===== config.mk =====
export PLATFORM = sky130hd
export DESIGN_NAME = salsa20_stream_cipher
export DESIGN_NICKNAME = d
export VERILOG_FILES = /design/src/rtl/salsa_pkg.sv /design/src/rtl/salsa20_stream_cipher.sv /design/src/rtl/salsa_ram.sv /design/src/rtl/salsa_arx.sv /design/src/rtl/salsa_core.sv
export SDC_FILE = /design/constraint.sdc
export NUM_CORES = 2
export LEC_CHECK = 0
export BUFFER_PORTS_ARGS = -buffer_cell sky130_fd_sc_hd__buf_2
export CORE_MARGIN = 5
export CORE_UTILIZATION = 45
export CTS_BUF_LIST = sky130_fd_sc_hd__clkbuf_16
export CTS_CLUSTER_DIAMETER = 100
export CTS_CLUSTER_SIZE = 25
export DETAILED_ROUTE_END_ITERATION = 8
export GPL_TIMING_DRIVEN = 0
export HOLD_SLACK_MARGIN = 0.08
export PLACE_DENSITY = 0.65
export SLEW_MARGIN = 10
export SYNTH_ARGS = -nofsm -noshare
export SYNTH_HDL_FRONTEND = slang
export SYNTH_HIERARCHICAL = 1
export SYNTH_SLANG_ARGS = --single-unit

===== constraint.sdc =====
create_clock -name clock -period 12.86 [get_ports clock]
set_clock_uncertainty 0.1 [all_clocks]
set_input_delay 0.643 -clock clock [delete_from_list [all_inputs] [get_ports clock]]
set_output_delay 0.643 -clock clock [all_outputs]
set_load 0.05 [all_outputs]

===== src/rtl/salsa_pkg.sv =====
`timescale 1ns / 1ps
`default_nettype none
// ----------------------------------------------------------------------------
// salsa_pkg
// Shared types, constants and functions of the Salsa20 stream cipher engine.
// ----------------------------------------------------------------------------
package salsa_pkg;

   localparam int DOUBLE_ROUNDS_DEFAULT = 10;

   localparam logic [31:0] SIGMA_0 = 32'h61707865;
   localparam logic [31:0] SIGMA_1 = 32'h3320646e;
   localparam logic [31:0] SIGMA_2 = 32'h79622d32;
   localparam logic [31:0] SIGMA_3 = 32'h6b206574;

   localparam int WORDS = 16;
   localparam int WORD_W = 32;
   localparam int WORD_AW = 4;

   localparam logic [2:0] CSR_KEY_01 = 3'd0;
   localparam logic [2:0] CSR_KEY_23 = 3'd1;
   localparam logic [2:0] CSR_KEY_45 = 3'd2;
   localparam logic [2:0] CSR_KEY_67 = 3'd3;
   localparam logic [2:0] CSR_NONCE  = 3'd4;

   typedef struct packed {
      logic [63:0] key01;
      logic [63:0] key23;
      logic [63:0] key45;
      logic [63:0] key67;
      logic [63:0] nonce;
   } salsa_cfg_type;

   typedef struct packed {
      logic                wr_en;
      logic [WORD_AW-1:0]  addr;
      logic [WORD_W-1:0]   data;
   } ks_wr_type;

   // Initial block word at a given index (standard Salsa20 layout)
   function automatic logic [31:0] init_word(logic [3:0] idx, salsa_cfg_type cfg,
                                             logic [63:0] ctr);
      logic [31:0] w;
      unique case (idx)
         4'd0:  w = SIGMA_0;
         4'd1:  w = cfg.key01[31:0];
         4'd2:  w = cfg.key01[63:32];
         4'd3:  w = cfg.key23[31:0];
         4'd4:  w = cfg.key23[63:32];
         4'd5:  w = SIGMA_1;
         4'd6:  w = cfg.nonce[31:0];
         4'd7:  w = cfg.nonce[63:32];
         4'd8:  w = ctr[31:0];
         4'd9:  w = ctr[63:32];
         4'd10: w = SIGMA_2;
         4'd11: w = cfg.key45[31:0];
         4'd12: w = cfg.key45[63:32];
         4'd13: w = cfg.key67[31:0];
         4'd14: w = cfg.key67[63:32];
         4'd15: w = SIGMA_3;
         default: w = SIGMA_0;
      endcase
      return w;
   endfunction

   // State word index for quarter q (column round 0..3, row round 4..7), lane j
   function automatic logic [3:0] qr_index(logic [2:0] q, logic [1:0] j);
      logic [15:0] row;
      unique case (q)
         3'd0: row = {4'd12, 4'd8,  4'd4,  4'd0};
         3'd1: row = {4'd1,  4'd13, 4'd9,  4'd5};
         3'd2: row = {4'd6,  4'd2,  4'd14, 4'd10};
         3'd3: row = {4'd11, 4'd7,  4'd3,  4'd15};
         3'd4: row = {4'd3,  4'd2,  4'd1,  4'd0};
         3'd5: row = {4'd4,  4'd7,  4'd6,  4'd5};
         3'd6: row = {4'd9,  4'd8,  4'd11, 4'd10};
         3'd7: row = {4'd14, 4'd13, 4'd12, 4'd15};
         default: row = 16'd0;
      endcase
      return row[j*4 +: 4];
   endfunction

endpackage
`default_nettype wire


===== src/rtl/salsa20_stream_cipher.sv =====
`timescale 1ns / 1ps
`default_nettype none
// ----------------------------------------------------------------------------
// salsa20_stream_cipher
// Salsa20 encrypt/decrypt engine, one message byte per transfer.
//
// req_ carries one message byte (tdata) and a first-of-message flag (tuser);
// rsp_ returns the byte XORed with the matching keystream byte. The csr_
// port writes the four 64-bit key registers (index 0..3) and the nonce
// (index 4); other indexes are dropped. The user must write them only
// while the engine is idle; the block itself does not enforce this.
// A byte inside a block is XORed with its keystream byte in state S_OUT
// and the result goes to the output register; no new byte is taken until
// the engine is back in idle. The first byte of each 64-byte block, and
// every byte flagged first-of-message, first builds a new block: the state
// is loaded, then each double round runs 8 quarter rounds (each reads four
// words from the working RAM, makes 4 uses of the shared add-rotate-xor
// unit and does 4 write-backs), then the final add and a handoff through
// S_READ and S_OUT. req_tready stays low while a byte is in work.
// Reset clears the keys, nonce, block counter and byte position. A stalled
// result holds in the output register; the next byte is taken once it
// leaves.
// ----------------------------------------------------------------------------
module salsa20_stream_cipher #(
   parameter int DOUBLE_ROUNDS = salsa_pkg::DOUBLE_ROUNDS_DEFAULT
) (
   input  wire logic        clock,
   input  wire logic        reset,
   input  wire logic        req_tvalid,
   output logic             req_tready,
   input  wire logic [7:0]  req_tdata,   // [7:0] message_byte
   input  wire logic        req_tuser,   // [0] first_of_message
   output logic             rsp_tvalid,
   input  wire logic        rsp_tready,
   output logic      [7:0]  rsp_tdata,   // [7:0] result_byte
   input  wire logic        csr_wr_en,
   input  wire logic [2:0]  csr_index,
   input  wire logic [63:0] csr_wdata
);

   localparam logic [1:0] S_IDLE = 2'd0;
   localparam logic [1:0] S_GEN  = 2'd1;
   localparam logic [1:0] S_READ = 2'd2;
   localparam logic [1:0] S_OUT  = 2'd3;

   logic [1:0]               state_ff, state_in;
   salsa_pkg::salsa_cfg_type cfg_ff;
   logic [63:0]              counter_ff, counter_in;
   logic [5:0]               pos_ff, pos_in;
   logic [7:0]               msg_ff;
   logic                     rsp_valid_ff, rsp_valid_in;
   logic [7:0]               rsp_data_ff, rsp_data_in;

   logic                     accept;
   logic [5:0]               pos_eff;
   logic [63:0]              counter_eff;
   logic                     gen_start;
   logic                     gen_done;
   salsa_pkg::ks_wr_type     ks_wr;
   logic [3:0]               ks_rd_addr;
   logic [31:0]              ks_rd_data;
   logic [7:0]               ks_byte;

   assign req_tready  = (state_ff == S_IDLE) && (!rsp_valid_ff || rsp_tready);
   assign accept      = req_tvalid && req_tready;
   assign pos_eff     = req_tuser ? 6'd0 : pos_ff;
   assign counter_eff = req_tuser ? 64'd0 : counter_ff;
   assign gen_start   = accept && (pos_eff == 6'd0);
   assign ks_rd_addr  = (state_ff == S_IDLE) ? pos_eff[5:2] : pos_ff[5:2];
   assign ks_byte     = 8'(ks_rd_data >> {pos_ff[1:0], 3'b000});

   salsa_core #(
      .DOUBLE_ROUNDS (DOUBLE_ROUNDS)
   ) u_core (
      .clock   (clock),
      .reset   (reset),
      .start   (gen_start),
      .cfg     (cfg_ff),
      .counter (counter_ff),
      .ks_wr   (ks_wr),
      .done    (gen_done)
   );

   salsa_ram #(
      .WIDTH (salsa_pkg::WORD_W),
      .DEPTH (salsa_pkg::WORDS)
   ) u_ks_ram (
      .clock   (clock),
      .wr_en   (ks_wr.wr_en),
      .wr_addr (ks_wr.addr),
      .wr_data (ks_wr.data),
      .rd_addr (ks_rd_addr),
      .rd_data (ks_rd_data)
   );

   always_comb begin
      state_in     = state_ff;
      counter_in   = counter_ff;
      pos_in       = pos_ff;
      rsp_valid_in = rsp_valid_ff && !rsp_tready;
      rsp_data_in  = rsp_data_ff;

      unique case (state_ff)
         S_IDLE: begin
            if (accept) begin
               counter_in = counter_eff;
               pos_in     = pos_eff;
               state_in   = gen_start ? S_GEN : S_OUT;
            end
         end
         S_GEN: begin
            if (gen_done) begin
               counter_in = counter_ff + 64'd1;
               state_in   = S_READ;
            end
         end
         S_READ: begin
            state_in = S_OUT;
         end
         S_OUT: begin
            rsp_valid_in = 1'b1;
            rsp_data_in  = msg_ff ^ ks_byte;
            pos_in       = pos_ff + 6'd1;
            state_in     = S_IDLE;
         end
         default: begin
            state_in = S_IDLE;
         end
      endcase
   end

   always_ff @(posedge clock) begin
      if (reset) begin
         state_ff     <= S_IDLE;
         counter_ff   <= 64'd0;
         pos_ff       <= 6'd0;
         rsp_valid_ff <= 1'b0;
         cfg_ff       <= '0;
      end else begin
         state_ff     <= state_in;
         counter_ff   <= counter_in;
         pos_ff       <= pos_in;
         rsp_valid_ff <= rsp_valid_in;
         if (csr_wr_en) begin
            unique case (csr_index)
               salsa_pkg::CSR_KEY_01: cfg_ff.key01 <= csr_wdata;
               salsa_pkg::CSR_KEY_23: cfg_ff.key23 <= csr_wdata;
               salsa_pkg::CSR_KEY_45: cfg_ff.key45 <= csr_wdata;
               salsa_pkg::CSR_KEY_67: cfg_ff.key67 <= csr_wdata;
               salsa_pkg::CSR_NONCE:  cfg_ff.nonce <= csr_wdata;
               default: cfg_ff <= cfg_ff;
            endcase
         end
      end
      rsp_data_ff <= rsp_data_in;
      if (accept) begin
         msg_ff <= req_tdata;
      end
   end

   assign rsp_tvalid = rsp_valid_ff;
   assign rsp_tdata  = rsp_data_ff;

endmodule
`default_nettype wire


===== src/rtl/salsa_ram.sv =====
`timescale 1ns / 1ps
`default_nettype none
// ----------------------------------------------------------------------------
// salsa_ram
// Generic single-write, single-read RAM with registered read data.
// ----------------------------------------------------------------------------
module salsa_ram #(
   parameter int WIDTH = 32,
   parameter int DEPTH = 16
) (
   input  wire logic                     clock,
   input  wire logic                     wr_en,
   input  wire logic [$clog2(DEPTH)-1:0] wr_addr,
   input  wire logic [WIDTH-1:0]         wr_data,
   input  wire logic [$clog2(DEPTH)-1:0] rd_addr,
   output logic      [WIDTH-1:0]         rd_data
);

   logic [WIDTH-1:0] mem [DEPTH];

   always_ff @(posedge clock) begin
      if (wr_en) begin
         mem[wr_addr] <= wr_data;
      end
      rd_data <= mem[rd_addr];
   end

endmodule
`default_nettype wire


===== src/rtl/salsa_arx.sv =====
`timescale 1ns / 1ps
`default_nettype none
// ----------------------------------------------------------------------------
// salsa_arx
// Shared add-rotate-xor unit: one quarter-round step per use.
// ----------------------------------------------------------------------------
module salsa_arx (
   input  wire logic [1:0]  step,
   input  wire logic [31:0] opnd_x,
   input  wire logic [31:0] opnd_y,
   input  wire logic [31:0] target,
   output logic      [31:0] result
);

   logic [31:0] sum;
   logic [31:0] rot;

   always_comb begin
      sum = opnd_x + opnd_y;
      unique case (step)
         2'd0: rot = {sum[24:0], sum[31:25]};
         2'd1: rot = {sum[22:0], sum[31:23]};
         2'd2: rot = {sum[18:0], sum[31:19]};
         2'd3: rot = {sum[13:0], sum[31:14]};
         default: rot = sum;
      endcase
      result = target ^ rot;
   end

endmodule
`default_nettype wire


===== src/rtl/salsa_core.sv =====
`timescale 1ns / 1ps
`default_nettype none
// ----------------------------------------------------------------------------
// salsa_core
// Block generator: sequences one ARX unit over a working-state RAM and writes
// the finished keystream block (state plus input words) word by word.
// ----------------------------------------------------------------------------
module salsa_core #(
   parameter int DOUBLE_ROUNDS = salsa_pkg::DOUBLE_ROUNDS_DEFAULT
) (
   input  wire logic                      clock,
   input  wire logic                      reset,
   input  wire logic                      start,
   input  wire salsa_pkg::salsa_cfg_type  cfg,
   input  wire logic [63:0]               counter,
   output salsa_pkg::ks_wr_type           ks_wr,
   output logic                           done
);

   localparam int RND_W = $clog2(DOUBLE_ROUNDS);
   localparam logic [RND_W-1:0] RND_LAST = RND_W'(DOUBLE_ROUNDS - 1);

   localparam logic [2:0] C_IDLE  = 3'd0;
   localparam logic [2:0] C_INIT  = 3'd1;
   localparam logic [2:0] C_LOAD  = 3'd2;
   localparam logic [2:0] C_ARX   = 3'd3;
   localparam logic [2:0] C_STORE = 3'd4;
   localparam logic [2:0] C_FINAL = 3'd5;

   logic [2:0]       state_ff, state_in;
   logic [4:0]       cnt_ff, cnt_in;
   logic [2:0]       quarter_ff, quarter_in;
   logic [RND_W-1:0] round_ff, round_in;
   logic             done_ff, done_in;
   logic [31:0]      lane_ff [4];
   logic [31:0]      lane_in [4];

   logic             wr_en;
   logic [3:0]       wr_addr;
   logic [31:0]      wr_data;
   logic [3:0]       rd_addr;
   logic [31:0]      rd_data;

   logic [1:0]       prev_lane;
   logic [3:0]       prev_word;
   logic [1:0]       step;
   logic [31:0]      opnd_x, opnd_y, target, arx_out;

   assign prev_lane = 2'(cnt_ff - 5'd1);
   assign prev_word = 4'(cnt_ff - 5'd1);
   assign step      = cnt_ff[1:0];

   salsa_ram #(
      .WIDTH (salsa_pkg::WORD_W),
      .DEPTH (salsa_pkg::WORDS)
   ) u_work_ram (
      .clock   (clock),
      .wr_en   (wr_en),
      .wr_addr (wr_addr),
      .wr_data (wr_data),
      .rd_addr (rd_addr),
      .rd_data (rd_data)
   );

   always_comb begin
      unique case (step)
         2'd0: begin
            opnd_x = lane_ff[0]; opnd_y = lane_ff[3]; target = lane_ff[1];
         end
         2'd1: begin
            opnd_x = lane_ff[1]; opnd_y = lane_ff[0]; target = lane_ff[2];
         end
         2'd2: begin
            opnd_x = lane_ff[2]; opnd_y = lane_ff[1]; target = lane_ff[3];
         end
         2'd3: begin
            opnd_x = lane_ff[3]; opnd_y = lane_ff[2]; target = lane_ff[0];
         end
         default: begin
            opnd_x = lane_ff[0]; opnd_y = lane_ff[3]; target = lane_ff[1];
         end
      endcase
   end

   salsa_arx u_arx (
      .step   (step),
      .opnd_x (opnd_x),
      .opnd_y (opnd_y),
      .target (target),
      .result (arx_out)
   );

   always_comb begin
      state_in   = state_ff;
      cnt_in     = cnt_ff;
      quarter_in = quarter_ff;
      round_in   = round_ff;
      done_in    = 1'b0;
      lane_in    = lane_ff;
      wr_en      = 1'b0;
      wr_addr    = cnt_ff[3:0];
      wr_data    = salsa_pkg::init_word(cnt_ff[3:0], cfg, counter);
      rd_addr    = salsa_pkg::qr_index(quarter_ff, cnt_ff[1:0]);
      ks_wr.wr_en = 1'b0;
      ks_wr.addr  = prev_word;
      ks_wr.data  = rd_data + salsa_pkg::init_word(prev_word, cfg, counter);

      unique case (state_ff)
         C_IDLE: begin
            if (start) begin
               state_in = C_INIT;
               cnt_in   = 5'd0;
            end
         end
         C_INIT: begin
            wr_en  = 1'b1;
            cnt_in = cnt_ff + 5'd1;
            if (cnt_ff == 5'd15) begin
               state_in   = C_LOAD;
               cnt_in     = 5'd0;
               quarter_in = 3'd0;
               round_in   = '0;
            end
         end
         C_LOAD: begin
            if (cnt_ff != 5'd0) begin
               lane_in[prev_lane] = rd_data;
            end
            cnt_in = cnt_ff + 5'd1;
            if (cnt_ff == 5'd4) begin
               state_in = C_ARX;
               cnt_in   = 5'd0;
            end
         end
         C_ARX: begin
            lane_in[2'(step + 2'd1)] = arx_out;
            cnt_in = cnt_ff + 5'd1;
            if (cnt_ff == 5'd3) begin
               state_in = C_STORE;
               cnt_in   = 5'd0;
            end
         end
         C_STORE: begin
            wr_en   = 1'b1;
            wr_addr = salsa_pkg::qr_index(quarter_ff, cnt_ff[1:0]);
            wr_data = lane_ff[cnt_ff[1:0]];
            cnt_in  = cnt_ff + 5'd1;
            if (cnt_ff == 5'd3) begin
               cnt_in     = 5'd0;
               quarter_in = quarter_ff + 3'd1;
               state_in   = C_LOAD;
               if (quarter_ff == 3'd7) begin
                  round_in = round_ff + RND_W'(1);
                  if (round_ff == RND_LAST) begin
                     state_in = C_FINAL;
                  end
               end
            end
         end
         C_FINAL: begin
            rd_addr     = cnt_ff[3:0];
            ks_wr.wr_en = (cnt_ff != 5'd0);
            cnt_in      = cnt_ff + 5'd1;
            if (cnt_ff == 5'd16) begin
               state_in = C_IDLE;
               done_in  = 1'b1;
            end
         end
         default: begin
            state_in = C_IDLE;
         end
      endcase
   end

   always_ff @(posedge clock) begin
      if (reset) begin
         state_ff   <= C_IDLE;
         cnt_ff     <= 5'd0;
         quarter_ff <= 3'd0;
         round_ff   <= '0;
         done_ff    <= 1'b0;
      end else begin
         state_ff   <= state_in;
         cnt_ff     <= cnt_in;
         quarter_ff <= quarter_in;
         round_ff   <= round_in;
         done_ff    <= done_in;
      end
      lane_ff <= lane_in;
   end

   assign done = done_ff;

endmodule
`default_nettype wire

==> run_results.csv <==
group,metric,value,unit
clock_tree,hold_buffers,55,
final_layout,final_common_cell,"edfxtp_1",
grt,grt_pass1_wl,427,mm
clock_tree,numCtsBuffers,79,
worst_setup_path,crit_type,"reg2reg",
detailed_routing,routed_wl,311,mm
worst_setup_path,worstPathCellList,"clkbuf_1 > clkbuf_1 > inv_1 > ha_1 > buf_1 > nor2b_1 > buf_2 > clkbuf_1 > a222oi_1 > nand4_1 > ha_1 > a21o_1 > a21o_1 > a21o_1 > a21oi_1 > a21boi_0 > a311oi_1 > o21ai_0 > xor2_1",
timing,worst_slew_pin_slew,1.55,ns
timing,slew_violations,27,
synthesis,synth-seq-area-share,59.1,%
power_and_ir_drop,power.density,212,nW/um^2
status,violations,"design-rule violations, max-capacitance violations, max-slew violations",
grt,grt_max_degree,27,
worst_setup_path,worstReg2RegStart,"u_core/cnt_ff[1]",
clock_tree,cts_htree_levels,3,
grt,grt_usage,34.5,%
synthesis,synth_nets,6290,
synthesis,synth.avg_cell_area,12.4,sq um
final_layout,final_cells,8700,
final_layout,area_delta_synth_final,10.4,%
floorplanning,io_pins,91,
final_layout,drive_gt1_share,12.9,%
timing,clock.fmax,91.5,MHz
detailed_routing,drc,50,
power_and_ir_drop,peakVddDrop,174,uV
worst_setup_path,crit_required,13.13,ns
synthesis,synth_xor_area_share,1.39,%
clock_tree,cts_setup_buffers,0,
detailed_routing,drtAntennaViolNets,0,
synthesis,synth_compound_area_share,13.1,%
worst_setup_path,worstPathArrival,11.20,ns
detailed_routing,vias,58600,
grt,grt_pass1_vias,54600,
worst_setup_path,cp_slowest_cell,"clkbuf_1",
synthesis,async_flop_share,0,%
clock_tree,clockRootBuffer,"clkbuf_16",
status,status,"finished, violations left",
synthesis,netlist_area,75700,sq um
placement,gp_congestion,1.05,
synthesis,ys_seq_elements,1651,
timing,fin_setup_tns,0,ns
synthesis,synth_top_family_by_area,"compound AO/OA/AOI/OAI gates",
grt,grt_antenna_before_repair,24,
synthesis,yosys_warnings,6,
floorplanning,core_area,167000,sq um
clock_tree,insertion_delay,0.75,ns
clock_tree,clock-sinks,1651,
detailed_routing,drt-initial-drc-count,10100,
final_layout,final_cell_mix,"edfxtp_1, nand2_1, a21oi_1",
placement,hpwl,225,mm
synthesis,ys_types,101,
final_layout,finish.utilization,49.9,%
synthesis,synth_fa_ha_area_share,1.41,%
final_layout,nNetsFinal,6593,
synthesis,muxShareOfSynthArea,10.8,%
timing,period_minus_slack,10.93,ns
worst_setup_path,endpoint_kind,"flop",
run,drv_cap,3,
timing,finalSetupViolations,0,
final_layout,multi_input_comb_area,28900,sq um
worst_setup_path,crit_start,"u_core/cnt_ff[1]",
hold_path,hp-class,"in2reg",
worst_setup_path,crit_fanout,16,
worst_setup_path,slowest_delay,1.06,ns
clock_tree,cts_tree,"built",
timing,fin_ws,1.93,ns
final_layout,final-seq-area,44700,sq um
hold_path,hold_start,"csr_wdata[4]",
clock_tree,clkSlewWorstSetupHoldPaths,0.12,ns
synthesis,yosys.area_share.simple,10.8,%
clock_tree,cts-resized-gates,0,
final_layout,fillCellCount,14500,
placement,placed_cells,8496,
grt,gr-total-overflow,0,
synthesis,ys.flop_type,"edfxtp_1",
floorplanning,initial_core_util,45.2,%
synthesis,synth-edff-count,1168,
worst_setup_path,cp-start-kind,"flop",
power_and_ir_drop,leakagePower,0.0277,uW
synthesis,synthCells,6125,
floorplanning,die_height,420,um
timing,slew_headroom,-3.18,%
floorplanning,die_x,420,um
timing,hold_viol_final,0,
placement,io_buffer_count,89,
timing,rsz0062_at_grt,"no",
floorplanning,row_count,150,
timing,period_share,85.0,%
placement,place_ws,2.53,ns
detailed_routing,viasPerCell,6.73,
floorplanning,dieArea,176000,sq um
detailed_routing,wire_per_inst,35.8,um
clock_tree,clock_path_buffers,3,
detailed_routing,dr.pass1.iters,9,
==> area by class of cell <==
class | instances | area share (%)
multi-input combinational | 3864 | 34.6
inverter | 149 | 0.673
clock buffer | 79 | 2.37
clock inverter | 59 | 0.445
antenna | 11 | 0.0330
tap | 2204 | 3.30
sequential | 1651 | 53.6
timing repair buffer | 222 | 2.64
buffer | 461 | 2.41
==> Yosys cell counts, types with 100 or more instances <==
cell type / instances / area, sq um
a22oi_1: 202 / 1520
nand2_1: 989 / 3710
mux2i_1: 109 / 1090
a21oi_1: 512 / 2560
mux4_2: 309 / 6960
nor2_1: 184 / 691
a222oi_1: 140 / 1400
a22o_1: 100 / 876
dfxtp_1: 483 / 9670
clkbuf_1: 280 / 1050
o21ai_0: 104 / 521
inv_1: 148 / 556
edfxtp_1: 1168 / 35100
nand3_1: 337 / 1690
a221oi_1: 105 / 920
==> critical path, delay by kind of cell (launching register included) <==
kind	cells	cell delay, ns
AO/OA/AOI/OAI	8	2.67
XOR/XNOR	1	0.89
adder cells (fa/ha/maj)	2	0.96
buffers and inverters	6	4.08
flip-flops	1	0.86
AND/OR/NAND/NOR	2	0.95
==> cell families after synthesis <==
group                    count (synthesis)
AO/OA/AOI/OAI                         1416
multiplexers                           432
XOR/XNOR                               117
flip-flops                            1651
buffers and inverters                  610
adder cells (fa/ha/maj)                 84
AND/OR/NAND/NOR                       1815
==> through the flow <==
| step | hold slack [ns] | cell area [sq um] | total power (uW) |
|---|---|---|---|
| floorplan | 0.345 | 75700 | 11500 |
| global placement | 0.360 | 78900 | 14300 |
| detailed placement | 0.365 | 80500 | 14500 |
| CTS | 0.0833 | 83400 | 17400 |
| global route | 0.0989 | 83500 | 18200 |
| finish | 0.121 | 83500 | 17700 |
==> where the power goes <==
group / internal, uW / leakage (uW) / switching, uW / total, uW
Clock: 1160 / 0.00131 / 1760 / 2920
Sequential: 7260 / 0.0145 / 346 / 7610
Combinational: 1910 / 0.0118 / 5270 / 7180
==> registers in the layout, summed over array words and instances (netlist names), named ones only <==
signal	flops
u_core/quarter_ff	3
u_ks_ram/mem	512
u_core/done	1
cfg_ff	320
u_core/round_ff	4
u_core/lane_ff	128
rsp_tdata	8
u_ks_ram/rd_data	32
u_core/state_ff	3
counter_ff	64
msg_ff	8
state_ff	2
pos_ff	6
u_core/cnt_ff	5
u_core/u_work_ram/rd_data	32
rsp_tvalid	1
u_core/u_work_ram/mem	512
==> layer usage <==
| metal | vias to the layer above | part of all wire [%] | GRT usage, % | routed length [um] |
|---|---|---|---|---|
| met1 | 29300 | 38 | 45.9 | 118000 |
| met5 | - | 0.014 | 0 | 45 |
| met3 | 924 | 12 | 9.13 | 36900 |
| met2 | 4190 | 43 | 51.8 | 135000 |
| li1 | 24100 | - | - | - |
| met4 | 6 | 6.9 | 18.5 | 21400 |
==> final timing paths <==
| check | end | slack, ns | depth (start not counted) |
|---|---|---|---|
| setup / recovery | u_ks_ram/mem[10][22] | 1.93 | 19 |
| hold / removal | cfg_ff[196] | 0.12 | 3 |
| setup reg to reg | u_ks_ram/mem[10][22] | 1.93 | 19 |
| hold reg to reg | cfg_ff[69] | 0.38 | 2 |
Power figures use the tool's default switching activity.
